[src/hdl/rhc_pkg.sv]
`timescale 1ns / 1ps

package rhc_pkg;

    // quotient bits resolved by the divide pipeline, one per stage
    localparam int QuotBits = 8;

    localparam logic [8:0] HueGreenOffset = 9'd120;
    localparam logic [8:0] HueBlueOffset  = 9'd240;
    localparam logic [8:0] HueCircle      = 9'd360;
    localparam logic [7:0] LightHalf      = 8'd128;
    localparam logic [9:0] DoubleScale    = 10'd510;

    // which channel holds the maximum, red wins ties, then green
    typedef enum logic [1:0] {
        SECT_RED,
        SECT_GREEN,
        SECT_BLUE
    } sector_t;

    // front stage: extremes and hue difference
    typedef struct packed {
        logic [7:0] hi;
        logic [7:0] lo;
        sector_t    sector;
        logic [7:0] diff_mag;
        logic       diff_neg;
    } front_t;

    // divide stage: two restoring dividers run side by side
    typedef struct packed {
        logic [15:0] sat_rem;
        logic [8:0]  sat_den;
        logic [7:0]  sat_q;
        logic [13:0] hue_rem;
        logic [7:0]  hue_den;
        logic [7:0]  hue_q;
        logic        hue_neg;
        sector_t     sector;
        logic [7:0]  light;
        logic        grey;
    } div_t;

    // one quotient bit of both divisions at bit position k
    function automatic div_t div_step(div_t d, int unsigned k);
        logic [16:0] sat_sh;
        logic [14:0] hue_sh;
        div_t        r;
        sat_sh = 17'(d.sat_den) << k;
        hue_sh = 15'(d.hue_den) << k;
        r = d;
        if ({1'b0, d.sat_rem} >= sat_sh)
        begin
            r.sat_rem  = d.sat_rem - sat_sh[15:0];
            r.sat_q[k] = 1'b1;
        end
        if ({1'b0, d.hue_rem} >= hue_sh)
        begin
            r.hue_rem  = d.hue_rem - hue_sh[13:0];
            r.hue_q[k] = 1'b1;
        end
        return r;
    endfunction

endpackage

[src/hdl/rgb_to_hls_converter_unit.sv]
`timescale 1ns / 1ps

// channel   direction  handshake                fields
// pixel     in         in_valid / in_ready      red[7:0] green[7:0] blue[7:0]
// hls       out        out_valid / out_ready    hue[8:0] lightness[7:0] saturation[7:0]
//
// pipeline: a front stage, a divider setup stage, 8 divide stages, an output register
// one pixel per clock while out_ready keeps the output moving; each divide stage resolves one quotient bit
// each stage holds its own valid bit, so bubbles close up while out_ready is low
// in_ready falls only when every stage holds a pixel and the output is stalled
// reset clears the valid bits; payload registers are not reset

module rgb_to_hls_converter_unit
(
    input  logic       clk,
    input  logic       rst_n,
    input  logic       in_valid,
    output logic       in_ready,
    input  logic [7:0] red,
    input  logic [7:0] green,
    input  logic [7:0] blue,
    output logic       out_valid,
    input  logic       out_ready,
    output logic [8:0] hue,
    output logic [7:0] lightness,
    output logic [7:0] saturation
);

    localparam int Q = rhc_pkg::QuotBits;

    rhc_pkg::front_t fr_reg;
    rhc_pkg::front_t fr_next;
    logic            fr_valid_reg;
    logic            fr_load;

    rhc_pkg::div_t   dv_reg [Q+1];
    rhc_pkg::div_t   dv_next [Q+1];
    logic [Q:0]      dv_valid_reg;
    logic [Q:0]      dv_load;

    logic            out_valid_reg;
    logic            out_load;
    logic [8:0]      hue_reg;
    logic [8:0]      hue_next;
    logic [7:0]      light_reg;
    logic [7:0]      sat_reg;

    // ready chain, back to front
    assign out_load = !out_valid_reg || out_ready;
    assign dv_load[Q] = !dv_valid_reg[Q] || out_load;

    genvar gi;
    generate
        for (gi = 0; gi < Q; gi++)
        begin : g_load
            assign dv_load[gi] = !dv_valid_reg[gi] || dv_load[gi+1];
        end
    endgenerate

    assign fr_load  = !fr_valid_reg || dv_load[0];
    assign in_ready = fr_load;

    // front: max, min, sector and signed hue difference
    always_comb
    begin
        logic [7:0] hi;
        logic [7:0] lo;
        logic [8:0] diff;
        hi = red;
        if (green > hi)
            hi = green;
        if (blue > hi)
            hi = blue;
        lo = red;
        if (green < lo)
            lo = green;
        if (blue < lo)
            lo = blue;
        fr_next.hi = hi;
        fr_next.lo = lo;
        priority if (red == hi)
        begin
            fr_next.sector = rhc_pkg::SECT_RED;
            diff = {1'b0, green} - {1'b0, blue};
        end
        else if (green == hi)
        begin
            fr_next.sector = rhc_pkg::SECT_GREEN;
            diff = {1'b0, blue} - {1'b0, red};
        end
        else
        begin
            fr_next.sector = rhc_pkg::SECT_BLUE;
            diff = {1'b0, red} - {1'b0, green};
        end
        fr_next.diff_neg = diff[8];
        fr_next.diff_mag = diff[8] ? 8'(-diff) : diff[7:0];
    end

    always_ff @(posedge clk or negedge rst_n)
    begin
        if (!rst_n)
            fr_valid_reg <= 1'b0;
        else if (fr_load)
            fr_valid_reg <= in_valid;
    end

    always_ff @(posedge clk)
    begin
        if (fr_load && in_valid)
            fr_reg <= fr_next;
    end

    // divider setup: lightness, divisors and scaled numerators
    always_comb
    begin
        logic [7:0]  delta;
        logic [8:0]  sum;
        logic [13:0] mag;
        delta = fr_reg.hi - fr_reg.lo;
        sum   = {1'b0, fr_reg.hi} + {1'b0, fr_reg.lo};
        mag   = 14'(fr_reg.diff_mag);
        dv_next[0].light   = sum[8:1];
        dv_next[0].grey    = (fr_reg.hi == fr_reg.lo);
        dv_next[0].sector  = fr_reg.sector;
        dv_next[0].hue_neg = fr_reg.diff_neg;
        dv_next[0].sat_den = (sum[8:1] < rhc_pkg::LightHalf) ? sum
                           : 9'(rhc_pkg::DoubleScale - {1'b0, sum});
        // delta * 255 and mag * 60 by shift and subtract
        dv_next[0].sat_rem = {delta, 8'h00} - 16'(delta);
        dv_next[0].hue_rem = (mag << 6) - (mag << 2);
        dv_next[0].hue_den = delta;
        dv_next[0].sat_q   = '0;
        dv_next[0].hue_q   = '0;
    end

    // one quotient bit per stage, most significant first
    generate
        for (gi = 0; gi < Q; gi++)
        begin : g_div
            assign dv_next[gi+1] = rhc_pkg::div_step(dv_reg[gi], Q - 1 - gi);
        end

        for (gi = 0; gi <= Q; gi++)
        begin : g_stage
            logic src_valid;
            if (gi == 0)
            begin : g_first
                assign src_valid = fr_valid_reg;
            end
            else
            begin : g_rest
                assign src_valid = dv_valid_reg[gi-1];
            end

            always_ff @(posedge clk or negedge rst_n)
            begin
                if (!rst_n)
                    dv_valid_reg[gi] <= 1'b0;
                else if (dv_load[gi])
                    dv_valid_reg[gi] <= src_valid;
            end

            always_ff @(posedge clk)
            begin
                if (dv_load[gi] && src_valid)
                    dv_reg[gi] <= dv_next[gi];
            end
        end
    endgenerate

    // hue from sector offset and signed quotient, wrapping negatives
    always_comb
    begin
        logic [8:0] q;
        q = 9'(dv_reg[Q].hue_q);
        if (dv_reg[Q].grey)
            hue_next = '0;
        else
        begin
            unique case (dv_reg[Q].sector)
                rhc_pkg::SECT_RED:
                    hue_next = (dv_reg[Q].hue_neg && (q != '0)) ? rhc_pkg::HueCircle - q : q;
                rhc_pkg::SECT_GREEN:
                    hue_next = dv_reg[Q].hue_neg ? rhc_pkg::HueGreenOffset - q
                                                 : rhc_pkg::HueGreenOffset + q;
                rhc_pkg::SECT_BLUE:
                    hue_next = dv_reg[Q].hue_neg ? rhc_pkg::HueBlueOffset - q
                                                 : rhc_pkg::HueBlueOffset + q;
                default:
                    hue_next = '0;
            endcase
        end
    end

    // output register
    always_ff @(posedge clk or negedge rst_n)
    begin
        if (!rst_n)
            out_valid_reg <= 1'b0;
        else if (out_load)
            out_valid_reg <= dv_valid_reg[Q];
    end

    always_ff @(posedge clk)
    begin
        if (out_load && dv_valid_reg[Q])
        begin
            hue_reg   <= hue_next;
            light_reg <= dv_reg[Q].light;
            sat_reg   <= dv_reg[Q].grey ? 8'h00 : dv_reg[Q].sat_q;
        end
    end

    assign out_valid  = out_valid_reg;
    assign hue        = hue_reg;
    assign lightness  = light_reg;
    assign saturation = sat_reg;

    // a stalled input means every stage is full
    assert property (@(posedge clk) disable iff (!rst_n)
        !in_ready |-> (fr_valid_reg && (&dv_valid_reg) && out_valid_reg))
        else $error("input stalled with a bubble in the pipeline");

    // hue quotient never exceeds one sector
    assert property (@(posedge clk) disable iff (!rst_n)
        (dv_valid_reg[Q] && !dv_reg[Q].grey) |-> (dv_reg[Q].hue_q <= 8'd60))
        else $error("hue quotient beyond 60");

    // saturation division finishes with remainder below divisor
    assert property (@(posedge clk) disable iff (!rst_n)
        (dv_valid_reg[Q] && !dv_reg[Q].grey) |-> (dv_reg[Q].sat_rem < 16'(dv_reg[Q].sat_den)))
        else $error("saturation remainder not reduced");

    // delivered hue stays on the circle
    assert property (@(posedge clk) disable iff (!rst_n)
        out_valid_reg |-> (hue_reg < rhc_pkg::HueCircle))
        else $error("hue out of range");

endmodule
[config.mk]
export PLATFORM = sky130hd
export DESIGN_NAME = rgb_to_hls_converter_unit
export DESIGN_NICKNAME = d
export VERILOG_FILES = /design/src/hdl/rhc_pkg.sv /design/src/hdl/rgb_to_hls_converter_unit.sv
export SDC_FILE = /design/constraint.sdc
export NUM_CORES = 1
export LEC_CHECK = 0
export BUFFER_PORTS_ARGS = -buffer_cell sky130_fd_sc_hd__buf_4
export CORE_MARGIN = 4
export CORE_UTILIZATION = 55
export CTS_CLUSTER_DIAMETER = 120
export DETAILED_ROUTE_END_ITERATION = 8
export MAX_ROUTING_LAYER = met4
export PLACE_DENSITY = 0.71
export SLEW_MARGIN = 20
export SYNTH_ARGS = -nofsm -noshare
export SYNTH_HDL_FRONTEND = slang
export SYNTH_SLANG_ARGS = --single-unit
[constraint.sdc]
create_clock -name clk -period 5.5 [get_ports clk]
set_input_delay 0 -clock clk [delete_from_list [all_inputs] [get_ports clk]]
set_output_delay 0 -clock clk [all_outputs]
set_load 0.05 [all_outputs]
* After elaboration in Yosys (flattened, before gate mapping)
Memories as Yosys holds them, arrays and structs flattened.
Index checks and enable logic that the tools add are counted.
** Storage, ports and cells
- Register bits after elaboration :: 63
- Latch bits :: 0
- Memory bits (writable) :: 675
- ROM bits :: 0
- Input bits :: 28
- Output and inout bits :: 27
- Logic and storage cells :: 175
- Memories kept :: 1
** Memories
- dv_reg :: depth 9, bits a word 75, read ports 9, clocked after memory_dff 0, write ports 9, line rgb_to_hls_converter_unit.sv:36 : rhc_pkg::div_t dv_reg [Q+1];
** Operators by class
- Add/sub/neg operators :: 30
- Multipliers :: 0
- Divide/modulo/power cells :: 0
- Order comparisons :: 21
- Equal/unequal tests :: 5
- Shift-type cells :: 0
- Muxes and demuxes :: 63
- Bitwise gates (word level) :: 0
- Reductions and logical operators :: 36
** Operators with widths (number)
- 16-bit 2-to-1 mux :: 8
- 14-bit 2-to-1 mux :: 8
- 9-bit 2-to-1 mux :: 6
- 8-bit 2-to-1 mux :: 5
- 1-bit 2-to-1 mux :: 34
- 14-bit by 10-bit subtractor with 14-bit output :: 2
- 14-bit subtractor :: 2
- 9-bit case mux with 3 select lines :: 1
- 8-bit by 8-bit subtractor with 9-bit output :: 3
- 8-bit equality test :: 3
- 16-bit by 10-bit greater-or-equal comparator with 1-bit output :: 1
- 16-bit by 11-bit greater-or-equal comparator with 1-bit output :: 1
- 16-bit by 12-bit greater-or-equal comparator with 1-bit output :: 1
- 16-bit by 13-bit greater-or-equal comparator with 1-bit output :: 1
- 16-bit by 14-bit greater-or-equal comparator with 1-bit output :: 1
- 16-bit by 15-bit greater-or-equal comparator with 1-bit output :: 1
- 16-bit greater-or-equal comparator :: 1
- 16-bit by 9-bit greater-or-equal comparator with 1-bit output :: 1
- 8-bit > comparator :: 2
- 8-bit less-than comparator :: 2
- 16-bit by 10-bit subtractor with 16-bit output :: 1
- 16-bit by 11-bit subtractor with 16-bit output :: 1
- 16-bit by 12-bit subtractor with 16-bit output :: 1
- 16-bit by 13-bit subtractor with 16-bit output :: 1
- 36 further kinds :: 67

* Depth between registers and ports, before layout
- Depth after elaboration :: 14
- Mapped depth :: 24
- Depth with buffers taken out :: 19

* Least setup slack after synthesis
OpenSTA, ideal clock, no wires.
- Kind :: register to register
- Start point :: register out_valid_reg, in the netlist out_valid
- End point :: memory dv_reg[0][225] (netlist name), enable pin
- Setup time :: 0.517 ns
- Data arrival time :: 4.092 ns
- Data required time :: 4.983 ns
- Slack :: 0.891 ns
- Stages on the path, launching flop included :: 5
- Path buffers :: 0
- Clock period less this slack :: 4.609 ns
- Cell sequence :: dfrtp_1 nor2b_1 nand3_1 nor2_1 a31oi_1
** RTL lines
- start: declaration :: line rgb_to_hls_converter_unit.sv:41 : logic out_valid_reg;
- start signal: assignment :: line rgb_to_hls_converter_unit.sv:202 : out_valid_reg <= dv_valid_reg[Q];
- end: declaration :: line rgb_to_hls_converter_unit.sv:36

==> impl_metrics.ini <==
[drt]
dr.first_iter.drc_count = 1034
first_pass_iters = 5
num_vias = 17614
drc_errors = 0
wl_mm = 53.54
postRouteAntennaNets = 0
drt-vias-per-instance = 5.400
wl_per_cell_um = 16.41

[placed_design]
place_congestion = 0.8867
io_buffers = 54
post-place-cells = 3122
hpwl_mm = 40.60

[sta]
drv_slew = 0
hold_viol = 0
finClkSkew_ns = 0.009286
finalCritPeriodShare_pct = 85.85
post-route-min-period_ns = 4.722
fmax_mhz = 211.8
hold_slack_ns = 0.0006903
slew_headroom_pct = 29.66
grt_setup_unrepaired = false
setup_viol = 0
worst_pin_slew_ns = 1.051
tns_ns = 0

[floorplan]
die_w_um = 239.7
rows = 84
start_util_pct = 55.87
design.die.area_um2 = 57470
num_io_pins = 55
core_um2 = 52870
die_h_um = 239.7

[cts]
clock-sinks = 588
clkSlewWorstSetupHoldPaths_ns = 0.06
cts_tree = built
cts_buffers = 59
clock_path_buffers = 3
cts.htree.levels = 2
clk-insertion-delay-late_ns = 0.59
clockRootBuffer = clkbuf_16

[logic_synthesis]
avgSynthCellArea_um2 = 12.30
yosysUniqueCellTypes = 71
synthArstFlopShare_pct = 1.871
synth_fp_nets = 2657
synth-seq-cells = 588
yosysWarnings = 0
synth-edff-count = 577
synth_ff_type = edfxtp_1
yosys.area.top_type = edfxtp_1
syn_area_um2 = 29530
synthesis.instances = 2402
ys_seq_area_share_pct = 59.60
yosys-top-cells-area = edfxtp_1 (59%), ha_1 (8.8%), xnor2_1 (3.6%)
synth_top_area_share_pct = 58.67

[cells_and_area]
syn_to_final_growth_pct = 11.61
final-instance-count-excl-fill = 3262
largest_register_ffs = 525
drive_gt1_share_pct = 7.964
n_antenna_cell = 0
nFillCells = 3997
utilization_pct = 62.35
nNetsFinal = 2779

[worst_setup_path]
crit_buf_inv = 4
crit_fanout = 22
worst_path_max_delay_cell = dlygate4sd3_1
start_kind = input pin
max_stage_delay_ns = 0.53
critical_path_class = in2reg
cp_data_arrival_time_ns = 5.06
crit_top_cell = ha_1
path_delay_family = compound AO/OA/AOI/OAI gates
crit_start = red[7]
r2r_slack_ns = 1.84
worstPathCellList = dlygate4sd3_1 > buf_4 > ha_1 > and3_1 > a221oi_2 > a21boi_2 > buf_4 > nor2_1 > a21oi_1 > ha_1 > a21oi_1 > o21ai_0 > o21ai_1 > and2_1 > mux2_4 > o2111a_2 > mux2_2 > ha_1 > inv_1 > o21ai_1 > xnor2_1
worstPathRequired_ns = 5.84
end_kind = register
r2r-start = dv_reg[0][134]

[global_routing]
grt_max_degree = 71
grt_pass1_wl_mm = 88.29
grt_use_total_pct = 19.54
overflow = 0
grt_pass1_vias = 17981
antenna_found_initial = 0

[power]
p_per_area_nw_per_um2 = 571.1
worst_ir_drop_vdd_uv = 286.1
p_leak_uw = 0.01312
p_total_uw = 18830

[hold_path]
holdCritStartpoint = green[5]
hp-class = in2reg

[status]
status = finished, final reports clean

[run]
drv_cap = 0
area by class of cell:
class                      count  area [µm²]  area share (%)
timing repair buffer          99       815.8           2.475
inverter                     281        1055           3.200
multi-input combinational   1495       10770           32.68
tap                          688       860.8           2.611
clock inverter                36       280.3          0.8502
sequential                   588       17600           53.40
clock buffer                  75        1579           4.790
tightest hold or removal path: cells and delay by family:
| family | cells | cell delay (ns) |
|---|---|---|
| mux | 2 | 0.31 |
| buf+inv | 1 | 0.14 |
layer usage:
layer	track usage, %	share of wire (%)	vias to the layer above
met5	-	0	-
met4	7.212	3.8	0
met3	2.602	2.9	132
met2	35.90	53	288
met1	21.68	40	8357
li1	-	-	8837
path summary, 6_finish.rpt:
path,endpoint,cells past startpoint
max,fr_reg[7],21
min,fr_reg[16],3
max reg2reg,dv_reg[0][224],12
min reg2reg,dv_reg[0][349],0
max in group asynchronous,dv_valid_reg[8],3
min in group asynchronous,fr_valid_reg,3
kinds of logic (layout without fill, tap and decap cells):
group           Yosys count  in the layout  share of synthesized area, %
flops                   588            588                         59.60
simple gates            584            584                         9.871
compound gates          463            463                         9.409
buf+inv                 319            491                         4.143
fa+ha+maj               227            227                         10.10
xor+xnor                171            171                         5.071
mux                      50             50                         1.809
report_power, final:
part / total (µW) / switching, µW / internal, µW
clock: 3770 / 1560 / 2210
sequential: 8100 / 854 / 7250
combinational: 6950 / 3950 / 3010
repair_timing:
| item | in CTS | in global routing |
|---|---|---|
| endpoints found under the hold margin | 31 | 0 |
| setup buffers | 0 | 0 |
| hold buffers | 29 | 0 |
| gates resized for setup | 0 | 0 |
Yosys cell counts, types with 19 or more instances:
cell	n
nor2b_1	60
mux2i_1	30
nor2_1	179
and2_1	20
nor3_1	28
xor2_1	48
nor4_1	22
o21ai_0	129
fa_1	19
inv_1	280
a21boi_0	39
nand2_1	130
a21oi_1	162
nand4_1	23
xnor2_1	123
a21o_1	35
ha_1	208
o31ai_1	21
edfxtp_1	577
nand3_1	25
clkbuf_1	32
nand2b_1	43
placed cells by master, fill, tap and decap left out, types with 29 or more instances in the layout:
cell,n
edfxtp_1,577
inv_1,280
ha_1,208
nor2_1,179
a21oi_1,162
nand2_1,130
o21ai_0,129
xnor2_1,123
buf_4,70
clkbuf_16,61
nor2b_1,57
xor2_1,48
nand2b_1,43
a21boi_0,39
a21o_1,35
mux2i_1,30
dlygate4sd3_1,29
per-stage QoR:
step	setup WS [ns]	area, µm²
finish	0.7782	32960
global route	0.4808	32960
CTS	0.8565	32950
detailed placement	0.6742	30800
global placement	0.7709	30800
floorplan	0.8914	29530
No activity file was read; power rests on OpenSTA's default activity.
